`src/hw/rtl/mpu_pkg.sv`:
```
// ----------------------------------------------------------------------------
// mpu_pkg
// Shared types and constants of the MPU region access checker.
// ----------------------------------------------------------------------------
package mpu_pkg;

    localparam int REGION_COUNT = 8;
    localparam int RIDX_W       = (REGION_COUNT > 1) ? $clog2(REGION_COUNT) : 1;
    localparam int RAM_DEPTH    = 2 * REGION_COUNT;
    localparam int RAM_AW       = $clog2(RAM_DEPTH);
    localparam int WORD_W       = 32;
    localparam int GRAN_LSB     = 5;

    // control register bits
    localparam int CTRL_W          = 3;
    localparam int CTRL_ENABLE_BIT = 0;
    localparam int CTRL_DEFMAP_BIT = 2;

    // region word fields
    localparam int XN_BIT       = 0;
    localparam int AP_LSB       = 1;
    localparam int LIMIT_EN_BIT = 0;

    // configuration register indexes
    localparam int CFG_INDEX_W = 1;
    localparam logic [CFG_INDEX_W-1:0] REG_CTRL_SECURE    = 1'd0;
    localparam logic [CFG_INDEX_W-1:0] REG_CTRL_NONSECURE = 1'd1;

    // op codes
    localparam logic OP_CHECK = 1'b0;
    localparam logic OP_WRITE = 1'b1;

    // access kinds
    localparam logic [1:0] KIND_READ  = 2'd0;
    localparam logic [1:0] KIND_WRITE = 2'd1;
    localparam logic [1:0] KIND_FETCH = 2'd2;

    // access permission codes
    localparam logic [1:0] AP_PRIV_RW = 2'd0;
    localparam logic [1:0] AP_ALL_RW  = 2'd1;

    typedef struct packed {
        logic              op;
        logic              nonsecure_bank;
        logic [WORD_W-1:0] address;
        logic              privileged;
        logic [1:0]        access_kind;
        logic [2:0]        region_number;
        logic [WORD_W-1:0] base_word;
        logic [WORD_W-1:0] limit_word;
    } mpu_in_word_t;

    typedef struct packed {
        logic              allowed;
        logic              unit_enabled;
        logic              region_hit;
        logic [2:0]        hit_region;
        logic [WORD_W-1:0] matched_base_word;
        logic [WORD_W-1:0] matched_limit_word;
        logic              execute_never;
    } mpu_out_word_t;

    // controller -> datapath
    typedef struct packed {
        logic capture;
        logic read;
        logic step;
        logic load_out;
    } mpu_cmd_t;

    // datapath -> controller
    typedef struct packed {
        logic start_scan;
        logic match;
        logic last_region;
        logic out_free;
    } mpu_status_t;

endpackage

```
`src/hw/rtl/mpu_in_if.sv`:
```
// ----------------------------------------------------------------------------
// mpu_in_if
// Valid/ready channel carrying one input word of the MPU checker.
// ----------------------------------------------------------------------------
interface mpu_in_if
    import mpu_pkg::*;
    ();
    logic         valid;
    logic         ready;
    mpu_in_word_t data;

    modport source (output valid, output data, input ready);
    modport sink   (input valid, input data, output ready);
endinterface

```
`src/hw/rtl/mpu_out_if.sv`:
```
// ----------------------------------------------------------------------------
// mpu_out_if
// Valid/ready channel carrying one result word of the MPU checker.
// ----------------------------------------------------------------------------
interface mpu_out_if
    import mpu_pkg::*;
    ();
    logic          valid;
    logic          ready;
    mpu_out_word_t data;

    modport source (output valid, output data, input ready);
    modport sink   (input valid, input data, output ready);
endinterface

```
`src/hw/rtl/mpu_ram.sv`:
```
// ----------------------------------------------------------------------------
// mpu_ram
// Generic single-write, single-read RAM with registered read data.
// ----------------------------------------------------------------------------
module mpu_ram #(
    parameter int WIDTH = 32,
    parameter int DEPTH = 16
) (
    input  logic                     clk,
    input  logic                     we,
    input  logic [$clog2(DEPTH)-1:0] waddr,
    input  logic [WIDTH-1:0]         wdata,
    input  logic                     re,
    input  logic [$clog2(DEPTH)-1:0] raddr,
    output logic [WIDTH-1:0]         rdata
);

    logic [WIDTH-1:0] mem [DEPTH];
    logic [WIDTH-1:0] rdata_reg;

    always_ff @(posedge clk)
    begin
        if (we)
        begin
            mem[waddr] <= wdata;
        end
        if (re)
        begin
            rdata_reg <= mem[raddr];
        end
    end

    assign rdata = rdata_reg;

endmodule

```
`src/hw/rtl/mpu_ctrl.sv`:
```
// ----------------------------------------------------------------------------
// mpu_ctrl
// Sequencer: accept a word, walk the regions from the top, emit the result.
// ----------------------------------------------------------------------------
module mpu_ctrl
    import mpu_pkg::*;
(
    input  logic        clk,
    input  logic        rst_n,
    input  logic        in_valid,
    output logic        in_ready,
    input  mpu_status_t status,
    output mpu_cmd_t    cmd
);

    typedef enum logic [1:0] {
        S_IDLE,
        S_READ,
        S_EVAL,
        S_DONE
    } state_t;

    state_t state_reg;
    logic   in_ready_reg;

    always_comb
    begin
        cmd.capture  = in_ready_reg && in_valid;
        cmd.read     = (state_reg == S_READ);
        cmd.step     = (state_reg == S_EVAL);
        cmd.load_out = (state_reg == S_DONE) && status.out_free;
    end

    always_ff @(posedge clk or negedge rst_n)
    begin
        if (!rst_n)
        begin
            state_reg    <= S_IDLE;
            in_ready_reg <= 1'b1;
        end
        else
        begin
            case (state_reg)
                S_IDLE:
                begin
                    if (cmd.capture)
                    begin
                        in_ready_reg <= 1'b0;
                        state_reg    <= status.start_scan ? S_READ : S_DONE;
                    end
                end
                S_READ:
                begin
                    state_reg <= S_EVAL;
                end
                S_EVAL:
                begin
                    if (status.match || status.last_region)
                    begin
                        state_reg <= S_DONE;
                    end
                    else
                    begin
                        state_reg <= S_READ;
                    end
                end
                S_DONE:
                begin
                    if (status.out_free)
                    begin
                        in_ready_reg <= 1'b1;
                        state_reg    <= S_IDLE;
                    end
                end
                default:
                begin
                    state_reg    <= S_IDLE;
                    in_ready_reg <= 1'b1;
                end
            endcase
        end
    end

    assign in_ready = in_ready_reg;

endmodule

```
`src/hw/rtl/mpu_dp.sv`:
```
// ----------------------------------------------------------------------------
// mpu_dp
// Datapath: control registers, region store, region compare, result stage.
// ----------------------------------------------------------------------------
module mpu_dp
    import mpu_pkg::*;
(
    input  logic                   clk,
    input  logic                   rst_n,
    input  logic                   cfg_we,
    input  logic [CFG_INDEX_W-1:0] cfg_index,
    input  logic [CTRL_W-1:0]      cfg_data,
    input  mpu_in_word_t           in_word,
    input  mpu_cmd_t               cmd,
    output mpu_status_t            status,
    output logic                   out_valid,
    input  logic                   out_ready,
    output mpu_out_word_t          out_word
);

    logic [CTRL_W-1:0] ctrl_s_reg;
    logic [CTRL_W-1:0] ctrl_ns_reg;
    logic [CTRL_W-1:0] in_ctrl;

    // captured item
    logic              op_reg;
    logic              bank_reg;
    logic [WORD_W-1:0] addr_reg;
    logic              priv_reg;
    logic [1:0]        kind_reg;
    logic              en_reg;
    logic              defmap_reg;

    // scan and hit tracking
    logic [RIDX_W-1:0] idx_reg;
    logic              hit_reg;
    logic [RIDX_W-1:0] hr_reg;
    logic [WORD_W-1:0] mb_reg;
    logic [WORD_W-1:0] ml_reg;

    // region store
    logic [RAM_DEPTH-1:0]  valid_reg;
    logic                  rd_valid_reg;
    logic                  ram_we;
    logic [RAM_AW-1:0]     ram_waddr;
    logic [RAM_AW-1:0]     ram_raddr;
    logic [2*WORD_W-1:0]   ram_rdata;
    logic [WORD_W-1:0]     rd_base;
    logic [WORD_W-1:0]     rd_limit;

    logic [WORD_W-GRAN_LSB-1:0] lo;
    logic [WORD_W-GRAN_LSB-1:0] hi;
    logic [WORD_W-GRAN_LSB-1:0] addr_gran;
    logic                       match;

    logic [1:0]    ap;
    logic          perm;
    logic          allowed;
    logic          out_valid_reg;
    mpu_out_word_t out_reg;

    // configuration
    always_ff @(posedge clk or negedge rst_n)
    begin
        if (!rst_n)
        begin
            ctrl_s_reg  <= '0;
            ctrl_ns_reg <= '0;
        end
        else if (cfg_we)
        begin
            case (cfg_index)
                REG_CTRL_SECURE:    ctrl_s_reg  <= cfg_data;
                REG_CTRL_NONSECURE: ctrl_ns_reg <= cfg_data;
                default:            ;
            endcase
        end
    end

    assign in_ctrl = in_word.nonsecure_bank ? ctrl_ns_reg : ctrl_s_reg;

    // region writes go straight into the store at accept
    assign ram_we    = cmd.capture && (in_word.op == OP_WRITE)
                       && (int'(in_word.region_number) < REGION_COUNT);
    assign ram_waddr = RAM_AW'(in_word.nonsecure_bank ? REGION_COUNT : 0)
                       + RAM_AW'(in_word.region_number);
    assign ram_raddr = RAM_AW'(bank_reg ? REGION_COUNT : 0) + RAM_AW'(idx_reg);

    mpu_ram #(
        .WIDTH (2 * WORD_W),
        .DEPTH (RAM_DEPTH)
    ) u_region_ram (
        .clk   (clk),
        .we    (ram_we),
        .waddr (ram_waddr),
        .wdata ({in_word.limit_word, in_word.base_word}),
        .re    (cmd.read),
        .raddr (ram_raddr),
        .rdata (ram_rdata)
    );

    // never-written entries read as zero, i.e. disabled
    always_ff @(posedge clk or negedge rst_n)
    begin
        if (!rst_n)
        begin
            valid_reg    <= '0;
            rd_valid_reg <= 1'b0;
        end
        else
        begin
            if (ram_we)
            begin
                valid_reg[ram_waddr] <= 1'b1;
            end
            if (cmd.read)
            begin
                rd_valid_reg <= valid_reg[ram_raddr];
            end
        end
    end

    assign rd_base  = rd_valid_reg ? ram_rdata[WORD_W-1:0]        : '0;
    assign rd_limit = rd_valid_reg ? ram_rdata[2*WORD_W-1:WORD_W] : '0;

    // granule compare: addr in [lo, hi | 0x1F] <=> lo <= addr[31:5] <= hi
    assign lo        = rd_base[WORD_W-1:GRAN_LSB];
    assign hi        = rd_limit[WORD_W-1:GRAN_LSB];
    assign addr_gran = addr_reg[WORD_W-1:GRAN_LSB];
    assign match     = rd_limit[LIMIT_EN_BIT] && (lo <= hi)
                       && (addr_gran >= lo) && (addr_gran <= hi);

    always_ff @(posedge clk or negedge rst_n)
    begin
        if (!rst_n)
        begin
            op_reg     <= OP_CHECK;
            en_reg     <= 1'b0;
            hit_reg    <= 1'b0;
        end
        else if (cmd.capture)
        begin
            op_reg  <= in_word.op;
            en_reg  <= in_ctrl[CTRL_ENABLE_BIT];
            hit_reg <= 1'b0;
        end
        else if (cmd.step && match)
        begin
            hit_reg <= 1'b1;
        end
    end

    always_ff @(posedge clk)
    begin
        if (cmd.capture)
        begin
            bank_reg   <= in_word.nonsecure_bank;
            addr_reg   <= in_word.address;
            priv_reg   <= in_word.privileged;
            kind_reg   <= in_word.access_kind;
            defmap_reg <= in_ctrl[CTRL_DEFMAP_BIT];
            idx_reg    <= RIDX_W'(REGION_COUNT - 1);
            hr_reg     <= '0;
            mb_reg     <= '0;
            ml_reg     <= '0;
        end
        else if (cmd.step)
        begin
            // scan runs downward, so the first match is the highest one
            if (match)
            begin
                hr_reg <= idx_reg;
                mb_reg <= rd_base;
                ml_reg <= rd_limit;
            end
            else if (idx_reg != '0)
            begin
                idx_reg <= idx_reg - RIDX_W'(1);
            end
        end
    end

    always_comb
    begin
        status.start_scan  = (in_word.op == OP_CHECK) && in_ctrl[CTRL_ENABLE_BIT];
        status.match       = match;
        status.last_region = (idx_reg == '0);
        status.out_free    = !out_valid_reg || out_ready;
    end

    // permission decision
    assign ap = mb_reg[AP_LSB+1:AP_LSB];

    always_comb
    begin
        case (kind_reg)
            KIND_FETCH: perm = !mb_reg[XN_BIT];
            KIND_WRITE: perm = priv_reg ? (ap inside {AP_PRIV_RW, AP_ALL_RW})
                                        : (ap == AP_ALL_RW);
            default:    perm = priv_reg || ap[0];
        endcase
    end

    always_comb
    begin
        if (op_reg == OP_WRITE)
        begin
            allowed = 1'b0;
        end
        else if (!en_reg)
        begin
            allowed = 1'b1;
        end
        else if (hit_reg)
        begin
            allowed = perm;
        end
        else
        begin
            allowed = priv_reg && defmap_reg;
        end
    end

    // result stage
    always_ff @(posedge clk or negedge rst_n)
    begin
        if (!rst_n)
        begin
            out_valid_reg <= 1'b0;
        end
        else if (cmd.load_out)
        begin
            out_valid_reg <= 1'b1;
        end
        else if (out_ready)
        begin
            out_valid_reg <= 1'b0;
        end
    end

    always_ff @(posedge clk)
    begin
        if (cmd.load_out)
        begin
            out_reg.allowed            <= allowed;
            out_reg.unit_enabled       <= (op_reg == OP_CHECK) && en_reg;
            out_reg.region_hit         <= hit_reg;
            out_reg.hit_region         <= 3'(hr_reg);
            out_reg.matched_base_word  <= mb_reg;
            out_reg.matched_limit_word <= ml_reg;
            out_reg.execute_never      <= mb_reg[XN_BIT];
        end
    end

    assign out_valid = out_valid_reg;
    assign out_word  = out_reg;

`ifndef SYNTHESIS
    a_hit_region_enabled: assert property (@(posedge clk) disable iff (!rst_n)
        hit_reg |-> ml_reg[LIMIT_EN_BIT])
        else $error("hit recorded on a disabled region");

    a_hit_region_ordered: assert property (@(posedge clk) disable iff (!rst_n)
        hit_reg |-> (mb_reg[WORD_W-1:GRAN_LSB] <= ml_reg[WORD_W-1:GRAN_LSB]))
        else $error("hit recorded on a region with base above limit");

    a_hit_only_enabled_check: assert property (@(posedge clk) disable iff (!rst_n)
        hit_reg |-> (en_reg && (op_reg == OP_CHECK)))
        else $error("region lookup on a write word or a disabled unit");

    a_hit_covers_address: assert property (@(posedge clk) disable iff (!rst_n)
        (cmd.step && match) |=> (addr_reg[WORD_W-1:GRAN_LSB] >= mb_reg[WORD_W-1:GRAN_LSB]))
        else $error("recorded region does not cover the address");
`endif

endmodule

```
`src/hw/rtl/mpu_region_access_check.sv`:
```
// ----------------------------------------------------------------------------
// mpu_region_access_check
// Memory protection unit, secure and non-secure banks of regions, with
// per-access permission decision.
// ----------------------------------------------------------------------------
//  channel  | dir | handshake     | word
//  ---------+-----+---------------+------------------------------------------
//  in_ch    | in  | valid/ready   | check or region write (mpu_in_word_t)
//  out_ch   | out | valid/ready   | decision, one per input (mpu_out_word_t)
//  cfg      | in  | cfg_we only   | cfg_index selects ctrl_secure/nonsecure
//
//  Sequence: a region write or a check on a disabled bank goes from accept
//  straight to S_DONE; a check reads 1..REGION_COUNT regions, one at a time
//  through the single read port of the region RAM, S_READ then S_EVAL each.
//  The scan runs from the top region down and stops at the first match.
//  Reset: async active low; clears control registers and the per-entry
//  valid bits, so every region reads as disabled until written.
//  Stalls: a finished result sits in the output register while the next
//  word is accepted; the sequencer waits only while that register is full and out_ready is low.
// ----------------------------------------------------------------------------
module mpu_region_access_check
    import mpu_pkg::*;
(
    input  logic                   clk,
    input  logic                   rst_n,
    mpu_in_if.sink                 in_ch,
    mpu_out_if.source              out_ch,
    input  logic                   cfg_we,
    input  logic [CFG_INDEX_W-1:0] cfg_index,
    input  logic [CTRL_W-1:0]      cfg_data
);

    mpu_cmd_t      cmd;
    mpu_status_t   status;
    logic          in_ready;
    logic          out_valid;
    mpu_out_word_t out_word;

    // sequencer: owns the handshake on the input side and the scan order
    mpu_ctrl u_ctrl (
        .clk      (clk),
        .rst_n    (rst_n),
        .in_valid (in_ch.valid),
        .in_ready (in_ready),
        .status   (status),
        .cmd      (cmd)
    );

    // datapath: region RAM, compare, decision, output register
    mpu_dp u_dp (
        .clk       (clk),
        .rst_n     (rst_n),
        .cfg_we    (cfg_we),
        .cfg_index (cfg_index),
        .cfg_data  (cfg_data),
        .in_word   (in_ch.data),
        .cmd       (cmd),
        .status    (status),
        .out_valid (out_valid),
        .out_ready (out_ch.ready),
        .out_word  (out_word)
    );

    assign in_ch.ready = in_ready;
    assign out_ch.valid = out_valid;
    assign out_ch.data  = out_word;

endmodule

```
`src/flat_wrapper.sv`:
```
// flat-port wrapper written by rule: the top's interface ports become plain ports
module mpu_region_access_check_flat import mpu_pkg::*;
  (clk, rst_n, cfg_we, cfg_index, cfg_data, in_ch_valid, in_ch_data, in_ch_ready, out_ch_valid, out_ch_data, out_ch_ready);
  mpu_in_if in_ch_i ();
  mpu_out_if out_ch_i ();
  input  logic clk;
  input  logic rst_n;
  input  logic cfg_we;
  input  logic [CFG_INDEX_W-1:0] cfg_index;
  input  logic [CTRL_W-1:0] cfg_data;
  input wire logic [$bits(in_ch_i.valid)-1:0] in_ch_valid;
  input wire logic [$bits(in_ch_i.data)-1:0] in_ch_data;
  output wire logic [$bits(in_ch_i.ready)-1:0] in_ch_ready;
  output wire logic [$bits(out_ch_i.valid)-1:0] out_ch_valid;
  output wire logic [$bits(out_ch_i.data)-1:0] out_ch_data;
  input wire logic [$bits(out_ch_i.ready)-1:0] out_ch_ready;
  assign in_ch_i.valid = in_ch_valid;
  assign in_ch_i.data = in_ch_data;
  assign in_ch_ready = in_ch_i.ready;
  assign out_ch_valid = out_ch_i.valid;
  assign out_ch_data = out_ch_i.data;
  assign out_ch_i.ready = out_ch_ready;
  mpu_region_access_check u_core (.clk(clk), .rst_n(rst_n), .in_ch(in_ch_i), .out_ch(out_ch_i), .cfg_we(cfg_we), .cfg_index(cfg_index), .cfg_data(cfg_data));
endmodule
```
`config.mk`:
```
export PLATFORM = sky130hd
export DESIGN_NAME = mpu_region_access_check_flat
export DESIGN_NICKNAME = d
export VERILOG_FILES = /design/src/hw/rtl/mpu_pkg.sv /design/src/hw/rtl/mpu_in_if.sv /design/src/hw/rtl/mpu_out_if.sv /design/src/hw/rtl/mpu_ram.sv /design/src/hw/rtl/mpu_ctrl.sv /design/src/hw/rtl/mpu_dp.sv /design/src/hw/rtl/mpu_region_access_check.sv /design/src/flat_wrapper.sv
export SDC_FILE = /design/constraint.sdc
export NUM_CORES = 1
export LEC_CHECK = 0
export BUFFER_PORTS_ARGS = -buffer_cell sky130_fd_sc_hd__buf_2
export CAP_MARGIN = 10
export CORE_AREA = 2 2 379 381
export DETAILED_ROUTE_END_ITERATION = 8
export DIE_AREA = 0 0 381 383
export PLACE_DENSITY_LB_ADDON = 0.05
export SLEW_MARGIN = 5
export SYNTH_ARGS = -nofsm -noshare
export SYNTH_HDL_FRONTEND = slang
export SYNTH_SLANG_ARGS = --single-unit
export TNS_END_PERCENT = 100
```
`constraint.sdc`:
```
create_clock -name clk -period 6.53 [get_ports clk]
set_input_delay 0.3265 -clock clk [delete_from_list [all_inputs] [get_ports clk]]
set_output_delay 0.3265 -clock clk [all_outputs]
set_load 0.005 [all_outputs]
```
# After elaboration in Yosys (flattened, before gate mapping)
# Memories as Yosys holds them, arrays and structs flattened. A register that Yosys moved wholly into a read port is not among the register bits.
# Cells that the tools add are included.
totals:
  regBits: 208
  mem_bits_rw: 1024
  inputBits: 113
  out_inout_bits: 73
  n_memories: 1
op_classes:
  add_sub_neg: 3
  magnitude_cmp: 6
  n_eq_ne: 8
  n_mux: 27
  n_bitwise: 5
  reduce_logical: 30
memory_table:
  columns: ["name", "words", "word_bits", "read_ports", "rd_clocked_by_memory_dff", "wr", "line_no", "source"]
  rows:
  - ["u_core.u_dp.u_region_ram.mem", 16, 64, 1, 1, 1, "mpu_ram.sv:18", "logic [WIDTH-1:0] mem [DEPTH];"]
ops:
  columns: ["cell", "count"]
  rows:
  - ["$mux 32", 2]
  - ["$le 27x27->1", 2]
  - ["$ge 27x27->1", 1]
  - ["$or 16x16->16", 1]
  - ["$mux 1", 13]
  - ["$logic_and 1x1->1", 11]
  - ["$lt 4x5->1 const B", 2]
  - ["$add 4x3->4", 2]
  - ["$mux 2", 4]
  - ["$mux 4", 2]
  - ["$pmux 2 s4", 1]
  - ["$reduce_and 2->1", 4]
  - ["$reduce_bool 2->1", 4]
  - ["$eq 2x1->1 const B", 3]
  - ["$eq 2x2->1 const B", 3]
  - ["$reduce_and 3->1", 2]
  - ["$bmux 1 s4", 1]
  - ["$demux 1 s4", 1]
  - ["$ge 4x1->1 const B", 1]
  - ["$logic_not 2->1", 2]
  - ["$ne 2x2->1 const B", 2]
  - ["$not 1->1", 4]
  - ["$pmux 1 s2", 2]
  - ["$logic_not 3->1", 1]
  - ["other kinds (5)", 8]

# Logic depth before layout (Yosys ltp)
depth:
  word_depth: 8
  ltp_mapped: 14
  ltp_nobuf: 10

# By module
# A second synthesis with hierarchy kept.
hier_totals:
  hier_cells: 2490
  area_unflattened_um2: 49796.5
modules_own_cells:
  columns: ["mod", "n_inst", "cells_per_inst", "area_each_um2", "seq_area_each_um2"]
  rows:
  - ["mpu_ram", 1, 1647, 40223.6, 32671.3]
  - ["mpu_dp", 1, 826, 9414.0, 5089.9]
  - ["mpu_ctrl", 1, 17, 158.9, 76.3]

# Least setup slack after synthesis
# No wires, ideal clock.
synth_timing:
  kind: "reg-to-reg"
  start: "reg u_core.u_ctrl.in_ready_reg, in the netlist u_core.u_ctrl.in_ready"
  end: "reg u_core.u_dp.valid_reg[0]"
  setup_time_ns: 0.092
  t_arrival_ns: 6.865
  required_ns: 6.438
  path_slack_ns: -0.427
  path_stages_with_launch: 7
  path_buffers: 0
  synth_period_minus_slack_ns: 6.957
  cell_sequence: "dfstp_2 nand2_1 inv_1 nand2_1 or3_1 nor3_1 or2_2"
synth_lines:
  columns: ["item", "line_no", "source"]
  rows:
  - ["start, declared", "mpu_ctrl.sv:24", "logic in_ready_reg;"]
  - ["start signal, assigned", "mpu_ctrl.sv:39", "in_ready_reg <= 1'b1;"]
  - ["start signal, assigned", "mpu_ctrl.sv:48", "in_ready_reg <= 1'b0;"]
  - ["start signal, assigned", "mpu_ctrl.sv:71", "in_ready_reg <= 1'b1;"]
  - ["end signal, assigned", "mpu_dp.sv:107", "valid_reg <= '0;"]
  - ["end signal, assigned by index", "mpu_dp.sv:114", "valid_reg[ram_waddr] <= 1'b1;"]
  - ["end, declared", "mpu_dp.sv:42", "logic [RAM_DEPTH-1:0] valid_reg;"]

# Final worst setup path
layout_timing:
  start: "reg u_core.u_dp.rd_valid_reg"
  end: "reg u_core.u_dp.ml_reg[10]"
layout_between:
  elab_chain_len: 6
layout_lines:
  columns: ["item", "line_no", "source"]
  rows:
  - ["start, declared", "mpu_dp.sv:43", "logic rd_valid_reg;"]
  - ["start signal, assigned", "mpu_dp.sv:118", "rd_valid_reg <= valid_reg[ram_raddr];"]
  - ["$mux 32 *", "mpu_dp.sv:123", "assign rd_base = rd_valid_reg ? ram_rdata[WORD_W-1:0] : '0;"]
  - ["named net u_core.u_dp.rd_base[11]", "mpu_dp.sv:48", "logic [WORD_W-1:0] rd_base;"]
  - ["$le 27x27->1", "mpu_dp.sv:130", "assign match = rd_limit[LIMIT_EN_BIT] && (lo <= hi)"]
  - ["$logic_and 1x1->1", "mpu_dp.sv:130", null]
  - ["$logic_and 1x1->1 * (2 in series)", "mpu_dp.sv:131", "&& (addr_gran >= lo) && (addr_gran <= hi);"]
  - ["$reduce_and 2->1 (no source line) *", null, null]
  - ["end signal, assigned", "mpu_dp.sv:174", "ml_reg <= rd_limit;"]
  - ["end, declared", "mpu_dp.sv:39", "logic [WORD_W-1:0] ml_reg;"]
# The timed path passes the listed nets; every way through them passes the cells marked *.
# A chain may end at the register's enable or synchronous reset.

==> flow_summary.ini <==
[status]
status = finished, final reports clean

[global_routing]
track_usage = 0.184
antenna_found_initial = 14
grt_pass1_vias = 25431
overflow = 0
grt_pass1_wl_um = 189000
grt_max_degree = 90

[sta]
clock.fmax_mhz = 225
setup_slack_ns = 2.09
skew_ns = 0.0157
slew_violations = 0
grt_setup_unrepaired = false
relSlewSlack = 0.252
setup_viol = 0
min_period_ns = 4.44
hold_violations = 0
period_share = 0.680
setup_tns_ns = 0
worst-slew-pin-transition_ns = 1.12

[clocking]
clk_latency_ns = 0.77
cts.repair.resized = 0
htreeDepth = 4
clk_pin_slew_ns = 0.06
cts_buffer_depth = 3
cts_setup_buffers = 0
ctsHoldBuffers = 106
cts_buffers = 143
cts_root_buf = clkbuf_16
cts_sinks = 1288
cts_tree = done

[critical_path]
worstSetupEndpointType = flip-flop
critPathLaunchType = flip-flop
max_stage_delay_ns = 0.74
critPathMostFrequentCell = buf_4
cp_slowest_cell = dfrtp_4
r2r-start = u_core.u_dp.rd_valid_reg
r2r-end = u_core.u_dp.ml_reg[10]
reg2reg_depth = 12
cp_data_arrival_time_ns = 5.05
cp-endpoint = u_core.u_dp.ml_reg[10]
rrSetupSlack_ns = 2.09
cp_data_required_time_ns = 7.14
critPathKind = flip-flop to flip-flop
worstSetupStartpoint = u_core.u_dp.rd_valid_reg
cp_cell_sequence = buf_4 > nand2_1 > inv_1 > ha_1 > a21oi_1 > o21ai_0 > a2111oi_0 > o2111a_1 > o2111a_2 > nand4_4 > buf_4 > mux2i_1
crit_fanout = 40

[power]
p_leak_nw = 19.3
ir_drop_uv = 263
power.density_nw_per_um2 = 287

[synth]
ys_types = 50
synth-seq-cells = 1288
ys_seq_area_frac = 0.765
synth_top_area_share = 0.722
avgSynthCellArea_um2 = 21.4
synth_edf_count = 1190
syn_area_um2 = 49500
ys.flop_type = edfxtp_1
async_flop_share = 0.0217
synth_area_leaders = edfxtp_1, mux4_2, dfxtp_1
synthCells = 2313
syn_nets = 2511
yosysWarnings = 0
synth_largest_area_cell = edfxtp_1

[finish]
syn_to_final_growth_pct = 18.3
largest_reg_flops = 1024
drive_gt1_frac = 0.286
nNetsFinal = 2883

[floorplan]
dieArea_um2 = 146000
fp.dieW_um = 381
fp.dieH_um = 383
initial_core_util = 0.348
core_um2 = 142000
io-pin-count = 186
rows = 139

[drt]
routed_via_density = 5.10
routed_wl_um = 133000
wl_per_cell_um = 28.3
via_count = 23993
drcViolationCount = 0
first_pass_iters = 5
ant_nets = 0
drt-initial-drc-count = 1918

[flow_run]
drv_cap = 0

[min_path]
whs_path_depth = 2
hp-class = primary input to flip-flop

[place]
hpwl_um = 73800
place_ws_ns = 1.99
portBuffers = 179
finalWeightedCongestion = 0.843
-- how the worst min path moves through the flow --
stage,start,endpoint,slack [ns]
floorplan,rst_n,u_core.u_ctrl.state_reg[0],0.03
global placement,rst_n,u_core.u_dp.ctrl_ns_reg[2],0.41
detailed placement,u_core.u_dp.mb_reg[18],u_core.u_dp.out_word[51],0.42
CTS,in_ch_data[65],u_core.u_dp.u_region_ram.mem[12][54],0.14
global route,in_ch_data[65],u_core.u_dp.u_region_ram.mem[12][55],0.18
finish,in_ch_data[65],u_core.u_dp.u_region_ram.mem[12][54],0.20
-- synthesized netlist by cell type (3+ instances only) --
library cell	n
a21o_1	9
buf_2	6
buf_1	31
mux2_2	8
a211oi_1	4
nor2_1	24
nor4_1	4
nand4_1	12
nand2b_1	7
mux4_2	325
nand3_1	45
mux2i_1	68
dfxtp_1	70
dfrtp_1	27
ha_1	85
or2_2	16
buf_6	3
nor3_1	7
nand2_1	179
inv_1	37
clkbuf_1	66
edfxtp_1	1190
nor2b_1	10
a21oi_1	33
o21ai_0	17
-- through the flow --
step / cells / hold WS [ns] / area [um^2] / utilization / total power (W)
2_1_floorplan: 2313 / 0.0309 / 49500 / - / 0.00918
5_1_grt: 4695 / 0.179 / 58500 / 0.411 / 0.0174
3_5_place_dp: 4337 / 0.416 / 53000 / 0.373 / 0.00930
6_report: 4704 / 0.202 / 58500 / 0.411 / 0.0168
3_3_place_gp: 4337 / 0.407 / 53000 / 0.373 / 0.00929
4_1_cts: 4694 / 0.137 / 58500 / 0.411 / 0.0171
-- placed cells by master (no fill, tap or decap), drive strengths merged, types with 33 or more instances in the layout --
cell | Yosys | routed
a21oi | 33 | 33
buf | 41 | 228
clkbuf | 66 | 188
clkinv | 0 | 54
dfxtp | 70 | 70
dlygate4sd3 | 0 | 106
edfxtp | 1190 | 1190
ha | 85 | 85
inv | 37 | 40
mux2i | 68 | 68
mux4 | 325 | 325
nand2 | 179 | 179
nand3 | 45 | 45
-- per-layer routing --
metal | track usage | vias up | wire, um
li1 | - | 10275 | -
met1 | 0.257 | 12980 | 60200
met2 | 0.296 | 554 | 63800
met3 | 0.0296 | 178 | 5850
met4 | 0.0564 | 6 | 3270
met5 | 0 | - | 44
-- kinds of logic (layout without fill, tap and decap cells) --
logic type,Yosys count,after routing,share of synthesized area
compound gates,81,81,0.0101
simple gates,314,314,0.0284
flops,1288,1288,0.765
fa+ha+maj,85,85,0.0215
buf+inv,144,622,0.0116
other cells,0,10,0
mux,401,401,0.164
-- power by group --
group / switching (W) / internal (W) / total, W
Clock: 0.00318 / 0.00446 / 0.00764
Sequential: 0.00000228 / 0.00899 / 0.00899
Combinational: 0.000121 / 0.0000725 / 0.000193
-- layout make-up --
type / instances / area [um^2]
antenna: 10 / 25.0
clock buffer: 188 / 3980
clock inverter: 63 / 443
fill: 12721 / 83700
inverter: 37 / 139
multi-input combinational: 881 / 11200
sequential: 1288 / 37900
tap: 1903 / 2380
timing repair buffer: 334 / 2500
-- critical path, delay by kind of cell, from the launching register on --
family / cells / cell delay, ns
muxes: 1 / 0.20
adders and majority gates: 1 / 0.26
AOI/OAI and AO/OA: 5 / 1.48
buffers and inverters: 3 / 1.00
DFF: 1 / 0.74
and+or+nand+nor: 2 / 0.53
(Power assumes the default switching activity.)
